--- src/design/tpc_pkg.sv ---
`timescale 1ns / 1ps
// ----------------------------------------------------------------------------
// tpc_pkg
// Shared types, codes and constants of the telemetry packet checker.
// ----------------------------------------------------------------------------
package tpc_pkg;

   localparam int CSR_IDX_W = 2;
   localparam int CSR_DAT_W = 32;
   localparam int COUNT_W   = 6;

   localparam logic [CSR_IDX_W-1:0] REG_BATTERY_MAX = 2'd0;
   localparam logic [CSR_IDX_W-1:0] REG_TEMP_MIN    = 2'd1;
   localparam logic [CSR_IDX_W-1:0] REG_TEMP_MAX    = 2'd2;

   localparam logic [31:0] BATTERY_MAX_RST = 32'd10000;
   localparam logic [31:0] TEMP_MIN_RST    = 32'hFFFF_D8F0;   // -10000
   localparam logic [31:0] TEMP_MAX_RST    = 32'd15000;

   localparam logic [31:0] FNV_BASIS = 32'd2166136261;
   localparam logic [31:0] FNV_PRIME = 32'd16777619;

   localparam logic [COUNT_W-1:0] HASHED_LEN = 6'd27;
   localparam logic [COUNT_W-1:0] PACKET_LEN = 6'd31;
   localparam logic [COUNT_W-1:0] COUNT_SAT  = 6'd32;

   localparam logic [7:0] MAGIC_0 = 8'h54;   // 'T'
   localparam logic [7:0] MAGIC_1 = 8'h4D;   // 'M'
   localparam logic [7:0] VERSION = 8'h01;

   localparam logic [2:0] ST_OK       = 3'd0;
   localparam logic [2:0] ST_SIZE     = 3'd1;
   localparam logic [2:0] ST_MAGIC    = 3'd2;
   localparam logic [2:0] ST_VERSION  = 3'd3;
   localparam logic [2:0] ST_CHECKSUM = 3'd4;
   localparam logic [2:0] ST_DEVICE   = 3'd5;
   localparam logic [2:0] ST_BATTERY  = 3'd6;
   localparam logic [2:0] ST_TEMP     = 3'd7;

   typedef struct packed {
      logic        [31:0] battery_max_mv;
      logic signed [31:0] temp_min_centi;
      logic signed [31:0] temp_max_centi;
   } cfg_type;

   typedef struct packed {
      logic        [2:0]  status;
      logic        [31:0] device_id;
      logic        [31:0] sequence_res;
      logic signed [31:0] temperature_centi;
      logic        [31:0] battery_mv;
      logic        [63:0] timestamp_s;
   } rsp_type;

endpackage

--- src/design/tpc_req_if.sv ---
`timescale 1ns / 1ps
// ----------------------------------------------------------------------------
// tpc_req_if
// Byte stream channel: one datagram byte per beat, flag on the final byte.
// ----------------------------------------------------------------------------
interface tpc_req_if;
   logic       valid;
   logic       ready;
   logic [7:0] data_byte;
   logic       last_byte;

   modport source (output valid, output data_byte, output last_byte, input ready);
   modport sink   (input valid, input data_byte, input last_byte, output ready);
endinterface

--- src/design/tpc_rsp_if.sv ---
`timescale 1ns / 1ps
// ----------------------------------------------------------------------------
// tpc_rsp_if
// Result channel: one beat per datagram with status and decoded fields.
// ----------------------------------------------------------------------------
interface tpc_rsp_if;
   logic               valid;
   logic               ready;
   logic        [2:0]  status;
   logic        [31:0] device_id;
   logic        [31:0] sequence_res;
   logic signed [31:0] temperature_centi;
   logic        [31:0] battery_mv;
   logic        [63:0] timestamp_s;

   modport source (output valid, output status, output device_id, output sequence_res,
                   output temperature_centi, output battery_mv, output timestamp_s,
                   input ready);
   modport sink   (input valid, input status, input device_id, input sequence_res,
                   input temperature_centi, input battery_mv, input timestamp_s,
                   output ready);
endinterface

--- src/design/tpc_csr_if.sv ---
`timescale 1ns / 1ps
// ----------------------------------------------------------------------------
// tpc_csr_if
// Register write channel: register index and write data per beat.
// ----------------------------------------------------------------------------
interface tpc_csr_if;
   import tpc_pkg::*;
   logic                 valid;
   logic                 ready;
   logic [CSR_IDX_W-1:0] index;
   logic [CSR_DAT_W-1:0] wdata;

   modport source (output valid, output index, output wdata, input ready);
   modport sink   (input valid, input index, input wdata, output ready);
endinterface

--- src/design/tpc_csr.sv ---
`timescale 1ns / 1ps
// ----------------------------------------------------------------------------
// tpc_csr
// Limit registers: battery maximum and temperature window.
// ----------------------------------------------------------------------------
module tpc_csr (
   input  logic             clock,
   input  logic             reset,
   tpc_csr_if.sink          csr_chan,
   output tpc_pkg::cfg_type cfg
);
   import tpc_pkg::*;

   cfg_type cfg_ff;
   cfg_type cfg_in;

   assign csr_chan.ready = 1'b1;
   assign cfg = cfg_ff;

   always_comb begin
      cfg_in = cfg_ff;
      if (csr_chan.valid) begin
         unique case (csr_chan.index)
            REG_BATTERY_MAX: cfg_in.battery_max_mv = csr_chan.wdata;
            REG_TEMP_MIN:    cfg_in.temp_min_centi = $signed(csr_chan.wdata);
            REG_TEMP_MAX:    cfg_in.temp_max_centi = $signed(csr_chan.wdata);
            default: ;   // unmapped index, write dropped
         endcase
      end
   end

   always_ff @(posedge clock) begin
      if (reset) begin
         cfg_ff.battery_max_mv <= BATTERY_MAX_RST;
         cfg_ff.temp_min_centi <= $signed(TEMP_MIN_RST);
         cfg_ff.temp_max_centi <= $signed(TEMP_MAX_RST);
      end else begin
         cfg_ff <= cfg_in;
      end
   end

endmodule

--- src/design/tpc_parser.sv ---
`timescale 1ns / 1ps
// ----------------------------------------------------------------------------
// tpc_parser
// Input register, per-datagram state (count, FNV-1a hash, field shift
// registers) and the status checks evaluated on the final byte.
// ----------------------------------------------------------------------------
module tpc_parser (
   input  logic             clock,
   input  logic             reset,
   tpc_req_if.sink          req_chan,
   input  tpc_pkg::cfg_type cfg,
   input  logic             out_free,
   output logic             res_valid,
   output tpc_pkg::rsp_type res
);
   import tpc_pkg::*;

   // input register
   logic       in_valid_ff, in_valid_in;
   logic [7:0] in_data_ff;
   logic       in_last_ff;
   logic       take;
   logic       req_ready;

   // datagram state
   logic [COUNT_W-1:0] count_ff, count_in;
   logic [31:0]        hash_ff, hash_in;
   logic               magic_bad_ff, magic_bad_in;
   logic               version_bad_ff, version_bad_in;
   logic [31:0]        device_ff, device_in;
   logic [31:0]        seq_ff, seq_in;
   logic [31:0]        temp_ff, temp_in;
   logic [31:0]        batt_ff, batt_in;
   logic [63:0]        ts_ff, ts_in;
   logic [31:0]        csum_ff, csum_in;

   logic [COUNT_W-1:0] count_nx;
   logic [31:0]        hash_x;
   logic [2:0]         status;

   // a non-final beat never needs the result slot
   assign take      = in_valid_ff && (!in_last_ff || out_free);
   assign req_ready = !in_valid_ff || take;
   assign req_chan.ready = req_ready;
   assign in_valid_in = req_ready ? req_chan.valid : in_valid_ff;

   assign hash_x = hash_ff ^ {24'd0, in_data_ff};

   always_comb begin
      count_nx       = (count_ff == COUNT_SAT) ? count_ff : count_ff + 6'd1;
      hash_in        = hash_ff;
      magic_bad_in   = magic_bad_ff;
      version_bad_in = version_bad_ff;
      device_in      = device_ff;
      seq_in         = seq_ff;
      temp_in        = temp_ff;
      batt_in        = batt_ff;
      ts_in          = ts_ff;
      csum_in        = csum_ff;

      if (count_ff < HASHED_LEN) begin
         hash_in = hash_x * FNV_PRIME;
      end

      case (count_ff) inside
         6'd0:           magic_bad_in   = magic_bad_ff | (in_data_ff != MAGIC_0);
         6'd1:           magic_bad_in   = magic_bad_ff | (in_data_ff != MAGIC_1);
         6'd2:           version_bad_in = (in_data_ff != VERSION);
         [6'd3:6'd6]:    device_in      = {device_ff[23:0], in_data_ff};
         [6'd7:6'd10]:   seq_in         = {seq_ff[23:0], in_data_ff};
         [6'd11:6'd14]:  temp_in        = {temp_ff[23:0], in_data_ff};
         [6'd15:6'd18]:  batt_in        = {batt_ff[23:0], in_data_ff};
         [6'd19:6'd26]:  ts_in          = {ts_ff[55:0], in_data_ff};
         [6'd27:6'd30]:  csum_in        = {csum_ff[23:0], in_data_ff};
         default: ;      // overlong datagram: counted, not stored
      endcase

      // at a full-length final beat the hash is already complete, so hash_ff
      // is compared rather than the multiplier output
      if (count_nx != PACKET_LEN) begin
         status = ST_SIZE;
      end else if (magic_bad_in) begin
         status = ST_MAGIC;
      end else if (version_bad_in) begin
         status = ST_VERSION;
      end else if (csum_in != hash_ff) begin
         status = ST_CHECKSUM;
      end else if (device_in == 32'd0) begin
         status = ST_DEVICE;
      end else if (batt_in > cfg.battery_max_mv) begin
         status = ST_BATTERY;
      end else if (($signed(temp_in) < cfg.temp_min_centi) ||
                   ($signed(temp_in) > cfg.temp_max_centi)) begin
         status = ST_TEMP;
      end else begin
         status = ST_OK;
      end

      count_in = count_nx;
      if (in_last_ff) begin
         count_in       = '0;
         hash_in        = FNV_BASIS;
         magic_bad_in   = 1'b0;
         version_bad_in = 1'b0;
      end
   end

   assign res_valid = take && in_last_ff;

   always_comb begin
      res.status = status;
      if (status == ST_SIZE || status == ST_MAGIC || status == ST_VERSION ||
          status == ST_CHECKSUM) begin
         res.device_id         = '0;
         res.sequence_res      = '0;
         res.temperature_centi = '0;
         res.battery_mv        = '0;
         res.timestamp_s       = '0;
      end else begin
         res.device_id         = device_in;
         res.sequence_res      = seq_in;
         res.temperature_centi = $signed(temp_in);
         res.battery_mv        = batt_in;
         res.timestamp_s       = ts_in;
      end
   end

   always_ff @(posedge clock) begin
      if (reset) begin
         in_valid_ff <= 1'b0;
      end else begin
         in_valid_ff <= in_valid_in;
      end
   end

   always_ff @(posedge clock) begin
      if (req_ready) begin
         in_data_ff <= req_chan.data_byte;
         in_last_ff <= req_chan.last_byte;
      end
   end

   always_ff @(posedge clock) begin
      if (reset) begin
         count_ff       <= '0;
         hash_ff        <= FNV_BASIS;
         magic_bad_ff   <= 1'b0;
         version_bad_ff <= 1'b0;
      end else if (take) begin
         count_ff       <= count_in;
         hash_ff        <= hash_in;
         magic_bad_ff   <= magic_bad_in;
         version_bad_ff <= version_bad_in;
      end
   end

   // field registers are fully refilled before any full-length datagram reads them
   always_ff @(posedge clock) begin
      if (take) begin
         device_ff <= device_in;
         seq_ff    <= seq_in;
         temp_ff   <= temp_in;
         batt_ff   <= batt_in;
         ts_ff     <= ts_in;
         csum_ff   <= csum_in;
      end
   end

endmodule

--- src/design/tpc_out_stage.sv ---
`timescale 1ns / 1ps
// ----------------------------------------------------------------------------
// tpc_out_stage
// Result register holding one result beat until the sink takes it.
// ----------------------------------------------------------------------------
module tpc_out_stage (
   input  logic             clock,
   input  logic             reset,
   input  logic             res_valid,
   input  tpc_pkg::rsp_type res,
   output logic             out_free,
   tpc_rsp_if.source        rsp_chan
);
   import tpc_pkg::*;

   logic    rsp_valid_ff, rsp_valid_in;
   rsp_type rsp_ff;

   assign out_free     = !rsp_valid_ff || rsp_chan.ready;
   assign rsp_valid_in = res_valid || (rsp_valid_ff && !rsp_chan.ready);

   always_ff @(posedge clock) begin
      if (reset) begin
         rsp_valid_ff <= 1'b0;
      end else begin
         rsp_valid_ff <= rsp_valid_in;
      end
   end

   always_ff @(posedge clock) begin
      if (res_valid) begin
         rsp_ff <= res;
      end
   end

   assign rsp_chan.valid             = rsp_valid_ff;
   assign rsp_chan.status            = rsp_ff.status;
   assign rsp_chan.device_id         = rsp_ff.device_id;
   assign rsp_chan.sequence_res      = rsp_ff.sequence_res;
   assign rsp_chan.temperature_centi = rsp_ff.temperature_centi;
   assign rsp_chan.battery_mv        = rsp_ff.battery_mv;
   assign rsp_chan.timestamp_s       = rsp_ff.timestamp_s;

endmodule

--- src/design/telemetry_packet_checker_core.sv ---
`timescale 1ns / 1ps
// ----------------------------------------------------------------------------
// telemetry_packet_checker_core
// Checks 31-byte telemetry datagrams (magic, version, FNV-1a checksum,
// device, battery and temperature limits) and decodes their fields.
// ----------------------------------------------------------------------------
// Bytes stream in on req_chan at one beat per clock while no stall holds them,
// with last_byte on the final byte of each datagram; each datagram yields
// exactly one beat on rsp_chan, through the input register and then the
// result register. The rate is set by the FNV-1a hash step, one constant
// multiply per byte. Backpressure on rsp_chan stalls req_chan only when a
// final byte meets a full result register. Limits are written through
// csr_chan (0 battery max, 1 temp min, 2 temp max); the user must write
// them only while no datagram is in flight, as the block does not enforce it.
module telemetry_packet_checker_core (
   input  logic      clock,
   input  logic      reset,
   tpc_req_if.sink   req_chan,
   tpc_rsp_if.source rsp_chan,
   tpc_csr_if.sink   csr_chan
);
   import tpc_pkg::*;

   cfg_type cfg;
   rsp_type res;
   logic    res_valid;
   logic    out_free;

   tpc_csr u_csr (
      .clock    (clock),
      .reset    (reset),
      .csr_chan (csr_chan),
      .cfg      (cfg)
   );

   tpc_parser u_parser (
      .clock     (clock),
      .reset     (reset),
      .req_chan  (req_chan),
      .cfg       (cfg),
      .out_free  (out_free),
      .res_valid (res_valid),
      .res       (res)
   );

   tpc_out_stage u_out (
      .clock     (clock),
      .reset     (reset),
      .res_valid (res_valid),
      .res       (res),
      .out_free  (out_free),
      .rsp_chan  (rsp_chan)
   );

endmodule

--- src/flat_wrapper.sv ---
// flat-port wrapper written by rule: the top's interface ports become plain ports
module telemetry_packet_checker_core_flat import tpc_pkg::*;
  (clock, reset, req_chan_valid, req_chan_data_byte, req_chan_last_byte, req_chan_ready, rsp_chan_valid, rsp_chan_status, rsp_chan_device_id, rsp_chan_sequence_res, rsp_chan_temperature_centi, rsp_chan_battery_mv, rsp_chan_timestamp_s, rsp_chan_ready, csr_chan_valid, csr_chan_index, csr_chan_wdata, csr_chan_ready);
  tpc_req_if req_chan_i ();
  tpc_rsp_if rsp_chan_i ();
  tpc_csr_if csr_chan_i ();
  input  logic clock;
  input  logic reset;
  input wire logic [$bits(req_chan_i.valid)-1:0] req_chan_valid;
  input wire logic [$bits(req_chan_i.data_byte)-1:0] req_chan_data_byte;
  input wire logic [$bits(req_chan_i.last_byte)-1:0] req_chan_last_byte;
  output wire logic [$bits(req_chan_i.ready)-1:0] req_chan_ready;
  output wire logic [$bits(rsp_chan_i.valid)-1:0] rsp_chan_valid;
  output wire logic [$bits(rsp_chan_i.status)-1:0] rsp_chan_status;
  output wire logic [$bits(rsp_chan_i.device_id)-1:0] rsp_chan_device_id;
  output wire logic [$bits(rsp_chan_i.sequence_res)-1:0] rsp_chan_sequence_res;
  output wire logic [$bits(rsp_chan_i.temperature_centi)-1:0] rsp_chan_temperature_centi;
  output wire logic [$bits(rsp_chan_i.battery_mv)-1:0] rsp_chan_battery_mv;
  output wire logic [$bits(rsp_chan_i.timestamp_s)-1:0] rsp_chan_timestamp_s;
  input wire logic [$bits(rsp_chan_i.ready)-1:0] rsp_chan_ready;
  input wire logic [$bits(csr_chan_i.valid)-1:0] csr_chan_valid;
  input wire logic [$bits(csr_chan_i.index)-1:0] csr_chan_index;
  input wire logic [$bits(csr_chan_i.wdata)-1:0] csr_chan_wdata;
  output wire logic [$bits(csr_chan_i.ready)-1:0] csr_chan_ready;
  assign req_chan_i.valid = req_chan_valid;
  assign req_chan_i.data_byte = req_chan_data_byte;
  assign req_chan_i.last_byte = req_chan_last_byte;
  assign req_chan_ready = req_chan_i.ready;
  assign rsp_chan_valid = rsp_chan_i.valid;
  assign rsp_chan_status = rsp_chan_i.status;
  assign rsp_chan_device_id = rsp_chan_i.device_id;
  assign rsp_chan_sequence_res = rsp_chan_i.sequence_res;
  assign rsp_chan_temperature_centi = rsp_chan_i.temperature_centi;
  assign rsp_chan_battery_mv = rsp_chan_i.battery_mv;
  assign rsp_chan_timestamp_s = rsp_chan_i.timestamp_s;
  assign rsp_chan_i.ready = rsp_chan_ready;
  assign csr_chan_i.valid = csr_chan_valid;
  assign csr_chan_i.index = csr_chan_index;
  assign csr_chan_i.wdata = csr_chan_wdata;
  assign csr_chan_ready = csr_chan_i.ready;
  telemetry_packet_checker_core u_core (.clock(clock), .reset(reset), .req_chan(req_chan_i), .rsp_chan(rsp_chan_i), .csr_chan(csr_chan_i));
endmodule
--- config.mk ---
export PLATFORM = sky130hd
export DESIGN_NAME = telemetry_packet_checker_core_flat
export DESIGN_NICKNAME = d
export VERILOG_FILES = /design/src/design/tpc_pkg.sv /design/src/design/tpc_req_if.sv /design/src/design/tpc_rsp_if.sv /design/src/design/tpc_csr_if.sv /design/src/design/tpc_csr.sv /design/src/design/tpc_parser.sv /design/src/design/tpc_out_stage.sv /design/src/design/telemetry_packet_checker_core.sv /design/src/flat_wrapper.sv
export SDC_FILE = /design/constraint.sdc
export NUM_CORES = 1
export LEC_CHECK = 0
export BUFFER_PORTS_ARGS = -buffer_cell sky130_fd_sc_hd__buf_2
export CORE_ASPECT_RATIO = 1.1
export CORE_UTILIZATION = 51
export DETAILED_ROUTE_END_ITERATION = 8
export PLACE_DENSITY_LB_ADDON = 0.15
export SYNTH_ARGS = -nofsm -noshare
export SYNTH_HDL_FRONTEND = slang
export SYNTH_SLANG_ARGS = --single-unit
--- constraint.sdc ---
create_clock -name clock -period 15.75 [get_ports clock]
set_input_delay 3.15 -clock clock [delete_from_list [all_inputs] [get_ports clock]]
set_output_delay 3.15 -clock clock [all_outputs]
set_load 0.02 [all_outputs]
Yosys cells after proc, flatten, opt, wreduce, memory -nomap -nowiden
Index checks and enable logic that the tools add are counted.
- output and inout bits: 198
- flip-flop bits (word level): 566
- bits of input ports: 48
- word-level logic and storage cells: 144
- bitwise logic cells: 3
- equal/unequal tests: 14
- $lt $le $gt $ge: 16
- multiply operators: 1
- muxes and demuxes: 57
- reductions and logical operators: 29
- add/subtract/negate cells: 1
- operators with widths (cell ; count):
    2-to-1 mux 32 bit ; 33
    2-to-1 mux 64 bit ; 8
    greater-than comparator 32 bit ; 2
    logical NOT 32 bit ; 1
    less-than comparator 32 bit ; 1
    multiplier 32 x 25 -> 32 bit (second input constant) ; 1
    != test 32 bit ; 1
    bitwise XOR 32 x 8 -> 32 bit ; 1
    2-to-1 mux 3 bit ; 7
    <= comparator 6 x 5 -> 1 bit (second input constant) ; 3
    != test 8 x 7 -> 1 bit (second input constant) ; 2
    greater-or-equal comparator 6 x 4 -> 1 bit (second input constant) ; 2
    greater-or-equal comparator 6 x 5 -> 1 bit (second input constant) ; 2
    <= comparator 6 x 4 -> 1 bit (second input constant) ; 2
    2-to-1 mux 6 bit ; 2
    logical AND 1 bit ; 9
    logical OR 1 bit ; 8
    != test 8 x 1 -> 1 bit (second input constant) ; 1
    AND reduction 2 bit ; 4
    2-to-1 mux 1 bit ; 7
    adder 6 x 1 -> 6 bit (second input constant) ; 1
    == test 3 x 2 -> 1 bit (second input constant) ; 2
    == test 6 x 1 -> 1 bit (second input constant) ; 1
    == test 6 x 2 -> 1 bit (second input constant) ; 1
    other kinds (15) ; 19

Depth between registers and ports, before layout
Gate-level depths: netlist of run 1.
- word-level depth: 21
- mapped depth: 26
- mapped depth without buffers: 25

Cells and area by module
A second synthesis of run 1 with hierarchy kept.
- cell total of the unflattened synthesis: 2677
- area total of the unflattened synthesis: 33357.0 um^2
- by module, submodules not included (module ; area an instance (um^2) ; cells an instance ; times used):
    tpc_parser ; 23522.6 ; 2094 ; 1
    tpc_out_stage ; 5901.9 ; 199 ; 1
    tpc_csr ; 3932.5 ; 384 ; 1

Least setup slack after synthesis of run 1
Ideal clock, no wire load.
- path kind: input port to flip-flop
- start: in rsp_chan_ready
- end: reg u_core.u_parser.hash_ff[11]
- cell stages on the path: 9
- library setup time: 97 ps
- slack: 2671 ps
- buffers on the path: 1
- arrival time: 12982 ps
- cell sequence: nor2b_1 -> nand2_1 -> nand2_1 -> clkbuf_1 -> inv_1 -> nand2_1 -> inv_1 -> nor2_1 -> o211ai_1
- cells in the longest elaborated chain, start to end: 4
- ends and longest elaborated chain (item ; RTL line ; source):
    start: declaration ; flat_wrapper.sv:20 ; input wire logic [$bits(rsp_chan_i.ready)-1:0] rsp_chan_ready;
    logical OR 1 bit ; tpc_out_stage.sv:19 ; assign out_free = !rsp_valid_ff || rsp_chan.ready;
    logical OR 1 bit ; tpc_parser.sv:42 ; assign take = in_valid_ff && (!in_last_ff || out_free);
    logical AND 1 bit ; tpc_parser.sv:42 ;
    via u_core.u_parser.take ; tpc_parser.sv:22 ; logic take;
    AND reduction 2 bit (no line) ; -- ;
    end signal: assignment ; tpc_parser.sv:151 ; hash_ff <= hash_in;
    end: declaration ; tpc_parser.sv:27 ; logic [31:0] hash_ff, hash_in;
The timed path passes the listed nets, and every way through them passes these cells.
A chain may end at the register's enable or synchronous reset.

Worst setup path in the final report of run 1
- start: in rsp_chan_ready
- end: out req_chan_ready
- cells in the longest elaborated chain, start to end: 4
- ends and longest elaborated chain (item ; RTL line ; source):
    logical OR 1 bit ; tpc_out_stage.sv:19 ;
    logical OR 1 bit ; tpc_parser.sv:42 ;
    logical AND 1 bit ; tpc_parser.sv:42 ;
    logical OR 1 bit ; tpc_parser.sv:43 ; assign req_ready = !in_valid_ff || take;
    end: declaration ; flat_wrapper.sv:12 ; output wire logic [$bits(req_chan_i.ready)-1:0] req_chan_ready;
No other way between the ends.

==> summary.txt, run 1 <==
YS warnings -> 0
CP Class -> in2out
Total GRT Usage -> 24.6%
Crit Path Max Fanout -> 11
Mapped cell area -> 31200 um2
Status -> completed
Resize count post-CTS -> 0
Placer Congestion -> 0.870
Skew final -> 0.0204 ns
CTS Sinks -> 566
Vias per cell -> 5.51
Clk buf depth -> 3
Fillers -> 5014
DRT Wirelength -> 76300 um
DRC viols -> 0
Proportion of layout cells with a drive suffix above 1 -> 19.5%
Initial antenna violation count -> 5
CP bufs+invs -> 3
# Post-CTS Setup Buffers -> 0
Netlist cell types -> 73
Number of max-cap violations -> 0
Clk slew on worst S/H paths -> 0.06 ns
Global-route wire length before repair -> 118000 um
Peak VDD IR -> 360 uV
CP max-delay cell -> nor2b_1
Final setup viols -> 0
Root Driver -> clkbuf_16
Max reg flops -> 96
Yosys reg bits -> 566
Area occupied by multi-input gates -> 13600 um2
Final nets -> 3323
Clock Latency Late Sink -> 0.61 ns
RSZ-0062 raised after global routing -> no
Synthesized area per cell -> 11.5 um2
Setup TNS -> 0 ns
Cells along the critical path -> buf_2, nor2b_1, nand3_1, buf_4, buf_2
Global route overflow -> 0
DP HPWL -> 54000 um
Pre-Repair DR Iteration Count -> 6
Leak pwr -> 15.0 nW
Drt wl/cell -> 20.2 um
Crit path required time -> 12.60 ns
Minimum clock period -> 7.31 ns
Gate Count Post-Synth -> 2704
HP Class -> reg2reg
Register Area -> 15600 um2
Antenna Nets Post-Route -> 0
Startpoint Class -> input port
Final Util -> 58.3%
Input/output buffers -> 244
CP delay by family, top -> simple AND/OR/NAND/NOR gates
Final Hold Viols -> 0
Die width -> 238 um
Worst Path Arrival -> 4.16 ns
# rows -> 94
Most frequent CP cell -> buf_2
Max-Slew Margin vs Limit -> 23.5%
CP Capture Type -> output pin
Post-Syn Nets -> 3111
Slew @ Worst Pin -> 1.15 ns
Core Footprint -> 60100 um2
Via count -> 20800
Most used flip-flop cell after synthesis -> edfxtp_1
Die height -> 261 um
Initial Util -> 51.8%
TritonCTS Buffers -> 56
Die area -> 62100 um2
Seq/Total Area, Yosys -> 50.1%
H-tree depth -> 2
Largest net degree at the start of global routing -> 121
Cell Pwr Density -> 190 nW/um2
Async SR Flop Fraction -> 0%
CTS tree -> built
Fin. max-slew vios -> 0
CP peak stage delay -> 0.37 ns
P&R area growth vs syn -> 12.5%
I/O pin cnt -> 246
Final period util -> 46.4%
F_max -> 137 MHz
Number of global-route vias before repair -> 20700
EDFF count, synth -> 428
DR iter-0 viols -> 1517
Hold-fix buffers at CTS -> 0
cells in the mapped netlist, drive strengths merged, types with 8 or more instances:
library cell | instances | area [um2]
o21a | 10 | 75.1
a21oi | 117 | 586
xor2 | 34 | 298
a22o | 8 | 70.1
a31oi | 11 | 68.8
nor2 | 112 | 420
mux2i | 14 | 140
mux2 | 196 | 2210
nand3 | 15 | 75.1
inv | 408 | 1530
clkbuf | 80 | 300
fa | 74 | 1480
nor4 | 16 | 100
o22ai | 16 | 100
xnor2 | 39 | 342
dfxtp | 138 | 2760
a22oi | 9 | 67.6
nand2 | 183 | 689
edfxtp | 428 | 12900
and3 | 184 | 1150
a211o | 39 | 342
a21o | 33 | 248
buf | 32 | 190
a211oi | 8 | 60.1
o21ai | 51 | 255
nor2b | 12 | 75.1
nor3 | 25 | 125
ha | 285 | 3570
nand2b | 14 | 87.6
nand4 | 29 | 181
per-stage QoR:
| stage | area, um2 | cells | total power, mW | hold slack [ns] | setup WS, ns |
|---|---|---|---|---|---|
| 6_report | 35100 | 3782 | 6.67 | 0.454 | 8.44 |
| 5_1_grt | 35100 | 3782 | 7.29 | 0.471 | 8.41 |
| 4_1_cts | 35000 | 3778 | 6.70 | 0.456 | 8.47 |
| 3_5_place_dp | 33100 | 3674 | 5.27 | 0.447 | 8.47 |
| 3_3_place_gp | 33100 | 3674 | 5.20 | 0.438 | 8.48 |
| 2_1_floorplan | 31200 | 2704 | 4.52 | 0.432 | 2.67 |
per-layer routing:
layer	up-vias	global-route usage (%)	wire length, um
met3	104	3.38	3940
li1	9927	-	-
met1	10200	35.5	35600
met5	-	0	10
met4	2	6.56	1840
met2	569	38.9	34900
tightest hold or removal path, delay by kind of cell, from the launching register on:
family	cells	cell delay (ns)
flops	1	0.31
simple gates	1	0.05
compound gates	1	0.05
cells by family (layout without fill, tap and decap cells):
logic type / count (synthesis) / in the layout / synth area share (%)
muxes: 210 / 210 / 7.53
buffers and inverters: 520 / 778 / 6.49
xor gates and xnor gates: 73 / 73 / 2.05
other: 1 / 5 / 0.0120
and+or+nand+nor: 626 / 626 / 10.2
AOI/OAI and AO/OA: 349 / 349 / 7.35
DFF: 566 / 566 / 50.1
adders and majority gates: 359 / 359 / 16.2
layout make-up:
| type | instances | area share, % |
|---|---|---|
| Sequential cell | 566 | 44.5 |
| Multi-Input combinational cell | 1618 | 38.7 |
| Clock buffer | 73 | 4.44 |
| Inverter | 408 | 4.41 |
| Timing Repair Buffer | 266 | 3.96 |
| Tap cell | 816 | 2.91 |
| Clock inverter | 31 | 1.01 |
| Antenna cell | 4 | 0.0286 |
layout by cell type, fill, tap and decap left out, drive strengths merged, types with 25 or more instances in the layout:
cell type,count
o21ai,51
xnor2,39
and3,184
dfxtp,138
nor2,112
fa,74
a21oi,117
inv,410
a211o,39
mux2,196
buf,266
xor2,34
nor3,25
nand4,29
nand2,183
clkbuf,73
edfxtp,428
a21o,33
ha,285
power breakdown:
group          switching [mW]  internal (mW)
Clock                   0.585          0.813
Combinational            2.06           1.53
Sequential             0.0511           1.63
Total                    2.69           3.98
path summary, 6_finish.rpt:
path              depth (start not counted)                               startpoint                                        to  slack [ns]
setup / recovery                          5                           rsp_chan_ready                            req_chan_ready        8.44
hold / removal                            2        u_core.u_csr.cfg[67]$_SDFFE_PP0P_         u_core.u_csr.cfg[67]$_SDFFE_PP0P_        0.45
setup reg to reg                         23  u_core.u_parser.in_data_ff[2]$_DFFE_PP_  u_core.u_parser.hash_ff[30]$_SDFFE_PP0P_        8.95
hold reg to reg                           2        u_core.u_csr.cfg[67]$_SDFFE_PP0P_         u_core.u_csr.cfg[67]$_SDFFE_PP0P_        0.45
Power figures use the tool's default switching activity.
==> run 2: changes to the inputs <==
--- a/config.mk
+++ b/config.mk
@@ -5,6 +5,7 @@
 export SDC_FILE = /design/constraint.sdc
 export NUM_CORES = 1
 export LEC_CHECK = 0
+export ABC_AREA = 1
 export BUFFER_PORTS_ARGS = -buffer_cell sky130_fd_sc_hd__buf_2
 export CORE_ASPECT_RATIO = 1.1
 export CORE_UTILIZATION = 51
==> constraint.sdc (replaced) <==
create_clock -name clock -period 7.2 [get_ports clock]
set_input_delay 1.44 -clock clock [delete_from_list [all_inputs] [get_ports clock]]
set_output_delay 1.44 -clock clock [all_outputs]
set_load 0.02 [all_outputs]
==> run 2 against run 1 <==
Against the previous run: design area increased by 4.2%; core utilization shrank 0.91 points; non-clock buffer count increased by 17; count of clock-buffer cells in the layout grew 7; clock power grew 120%; hold slack improved by 0.0061 ns.
==> summary.txt, run 2 <==
Minimum clock period -> 6.22 ns
CP peak stage delay -> 0.59 ns (+0.22 ns)
Largest net degree at the start of global routing -> 172 (+42%)
Clock Latency Late Sink -> 0.64 ns (+0.03 ns)
P&R area growth vs syn -> 11.5%
Proportion of layout cells with a drive suffix above 1 -> 16.4% (-3.1 points)
Seq/Total Area, Yosys -> 47.7% (-2.4 points)
H-tree depth -> 2 (unchanged)
Clk buf depth -> 3 (unchanged)
DRT Wirelength -> 77600 um (+1.8%)
Max reg flops -> 96 (unchanged)
Number of global-route vias before repair -> 21600 (+4.5%)
Max-Slew Margin vs Limit -> 24.9% (+1.4 points)
Die width -> 244 um (+2.5%)
Resize count post-CTS -> 0 (unchanged)
Startpoint Class -> flip-flop
Async SR Flop Fraction -> 0% (unchanged)
TritonCTS Buffers -> 58 (+3.6%)
Switching fraction of total power -> 43.3% (+3.0 points)
Dominant cell type by area after synthesis -> edfxtp_1
Number of max-cap violations -> 0 (unchanged)
Top post-synthesis cells by count -> 834 x inv_1, 464 x nand2_1, 428 x edfxtp_1
Initial antenna violation count -> 3 (-2)
CP max-delay cell -> edfxtp_1
Worst Path Arrival -> 6.77 ns (+2.61 ns)
Fin. max-slew vios -> 0 (unchanged)
Total GRT Usage -> 23.8% (-0.81 points)
Worst Slack Setup Final -> 0.981 ns (-7.46 ns)
Leak pwr -> 16.8 nW (+12%)
Mapped cell area -> 32700 um2 (+5.1%)
DR iter-0 viols -> 1511 (-0.40%)
Clock power frac -> 20.3% (-0.7 points)
Initial Util -> 51.5% (-0.36 points)
Vias per cell -> 5.08 (-7.7%)
HP Class -> reg2reg
F_max -> 161 MHz
Final Hold Viols -> 0 (unchanged)
Yosys reg bits -> 566 (unchanged)
Cell Pwr Density -> 412 nW/um2 (+120%)
Switching power total -> 6.52 mW (+140%)
Pre-CTS setup slack -> 1.01 ns (-7.45 ns)
Commonest non-fill, non-tap cells in the layout -> 832 x inv_1, 453 x nand2_1, 428 x edfxtp_1
Flop pwr share -> 24.7% (-0.5 points)
EDFF count, synth -> 428 (unchanged)
I/O pin cnt -> 246 (unchanged)
Antenna Nets Post-Route -> 0 (unchanged)
Internal Power -> 8.52 mW (+110%)
Drt wl/cell -> 17.3 um (-14%)
Global-route wire length before repair -> 121000 um (+2.3%)
Hold-fix buffers at CTS -> 0 (unchanged)
Area contributors post-synth -> edfxtp_1 39%, ha_1 11%, inv_1 9.6%
Most used flip-flop cell after synthesis -> edfxtp_1
Status -> completed
Synthesized area per cell -> 9.67 um2 (-16%)
Pre-Repair DR Iteration Count -> 6 (unchanged)
YS warnings -> 0 (unchanged)
Netlist cell types -> 52 (-29%)
Gate Count Post-Synth -> 3386 (+25%)
Most frequent cell after synthesis -> inv_1
CP Capture Type -> flip-flop
Most frequent CP cell -> inv_1
Post-Syn Nets -> 3793 (+22%)
DP HPWL -> 55300 um (+2.3%)
Final nets -> 4000 (+20%)
Global route overflow -> 0 (unchanged)
CTS Sinks -> 566 (unchanged)
# rows -> 97 (+3.2%)
Clk slew on worst S/H paths -> 0.07 ns (about the same)
Comb pwr share -> 55.1% (+1.3 points)
Synth top area share -> 39.3% (-2.0 points)
Die height -> 268 um (+2.5%)
DRC viols -> 0 (unchanged)
Crit path required time -> 7.75 ns (-4.85 ns)
Input/output buffers -> 244 (unchanged)
Root Driver -> clkbuf_16
Skew final -> 0.0362 ns (+0.0158 ns)
Final setup viols -> 0 (unchanged)
Via count -> 22800 (+9.5%)
CP delay by family, top -> adder cells
Die area -> 65200 um2 (+5.0%)
Crit Path Max Fanout -> 8 (-3)
Core Footprint -> 63600 um2 (+5.8%)
CP Class -> reg2reg
Setup TNS -> 0 ns (unchanged)
RSZ-0062 raised after global routing -> no
Most common cell after layout, fill and taps aside -> inv_1
Final period util -> 86.4%
Fillers -> 5644 (+13%)
CTS tree -> built
Peak VDD IR -> 622 uV (+73%)
CP bufs+invs -> 8 (+5)
# Post-CTS Setup Buffers -> 0 (unchanged)
Slew @ Worst Pin -> 1.13 ns (-0.0214 ns)
Placer Congestion -> 0.914 (+5.0%)
## run 2: cell count changes in the layout (fill, tap and decap cells not counted), moves of 30 or more
cell	before	now
a211o_1	39	0
a21o_1	33	3
a21oi_1	116	175
a21oi_2	0	182
and3_1	184	0
inv_1	406	832
mux2_2	194	2
nand2_1	181	453
nand3_1	15	79
nor2_1	110	64
o211ai_1	5	46
o21ai_0	50	263
## run 2: path summary, 6_finish.rpt
kind,slack [ns],start,depth (start not counted),endpoint
max,0.98,u_core.u_parser.in_data_ff[5]$_DFFE_PP_,33,u_core.u_parser.hash_ff[31]$_SDFFE_PP1P_
min,0.46,u_core.u_csr.cfg[65]$_SDFFE_PP0P_,2,u_core.u_csr.cfg[65]$_SDFFE_PP0P_
max reg2reg,0.98,u_core.u_parser.in_data_ff[5]$_DFFE_PP_,33,u_core.u_parser.hash_ff[31]$_SDFFE_PP1P_
min reg2reg,0.46,u_core.u_csr.cfg[65]$_SDFFE_PP0P_,2,u_core.u_csr.cfg[65]$_SDFFE_PP0P_
## run 2: layout make-up
class	count	area, um2	share of cell area [%]
Multi-Input combinational cell	1846	13200	36.1
Tap cell	841	1050	2.88
Clock inverter	30	338	0.925
Antenna cell	2	5.00	0.0137
Timing Repair Buffer	283	1590	4.35
Inverter	838	3150	8.64
Sequential cell	566	15600	42.8
Clock buffer	80	1570	4.31
## run 2: worst min-delay path: stages (launching register included)
cell,delay [ns]
dfxtp_1,0.30
inv_1,0.06
a21oi_1,0.06
## run 2: cells by family after synthesis
logic type / Yosys count / share of synthesized area [%]
AND/OR/NAND/NOR: 684 / 8.67
other: 1 / 0.0115
multiplexers: 2 / 0.0688
buffers and inverters: 974 / 12.2
XOR/XNOR: 57 / 1.52
flip-flops: 566 / 47.7
AO/OA/AOI/OAI: 743 / 14.4
adder cells (fa/ha/maj): 359 / 15.4
## run 2: per-layer routing
layer	GRT usage [%]	up-vias	wire, um
li1	-	11500	-
met1	32.8	10700	35300
met2	39.2	514	36400
met3	3.08	108	3860
met4	6.98	0	2080
met5	0	-	0
## run 2: power by group through the flow
stage / clock, mW / sequential (mW) / combinational [mW]
3_5_place_dp: 0 / 3.78 / 8.28
6_report: 3.05 / 3.71 / 8.28
2_1_floorplan: 0 / 3.73 / 6.55
5_1_grt: 3.22 / 3.72 / 9.81
4_1_cts: 3.10 / 3.71 / 8.36
3_3_place_gp: 0 / 3.78 / 8.27
## run 2: through the flow
stage / instance area (um2) / power [mW] / std cells / util (%) / hold WS (ns)
after floorplan: 32800 / 10.3 / 3386 / - / 0.435
after CTS: 36500 / 15.2 / 4484 / 57.4 / 0.464
after global placement: 34600 / 12.1 / 4374 / 54.4 / 0.447
final: 36500 / 15.0 / 4486 / 57.4 / 0.460
after global routing: 36500 / 16.8 / 4484 / 57.4 / 0.476
after detailed placement: 34600 / 12.1 / 4374 / 54.4 / 0.453
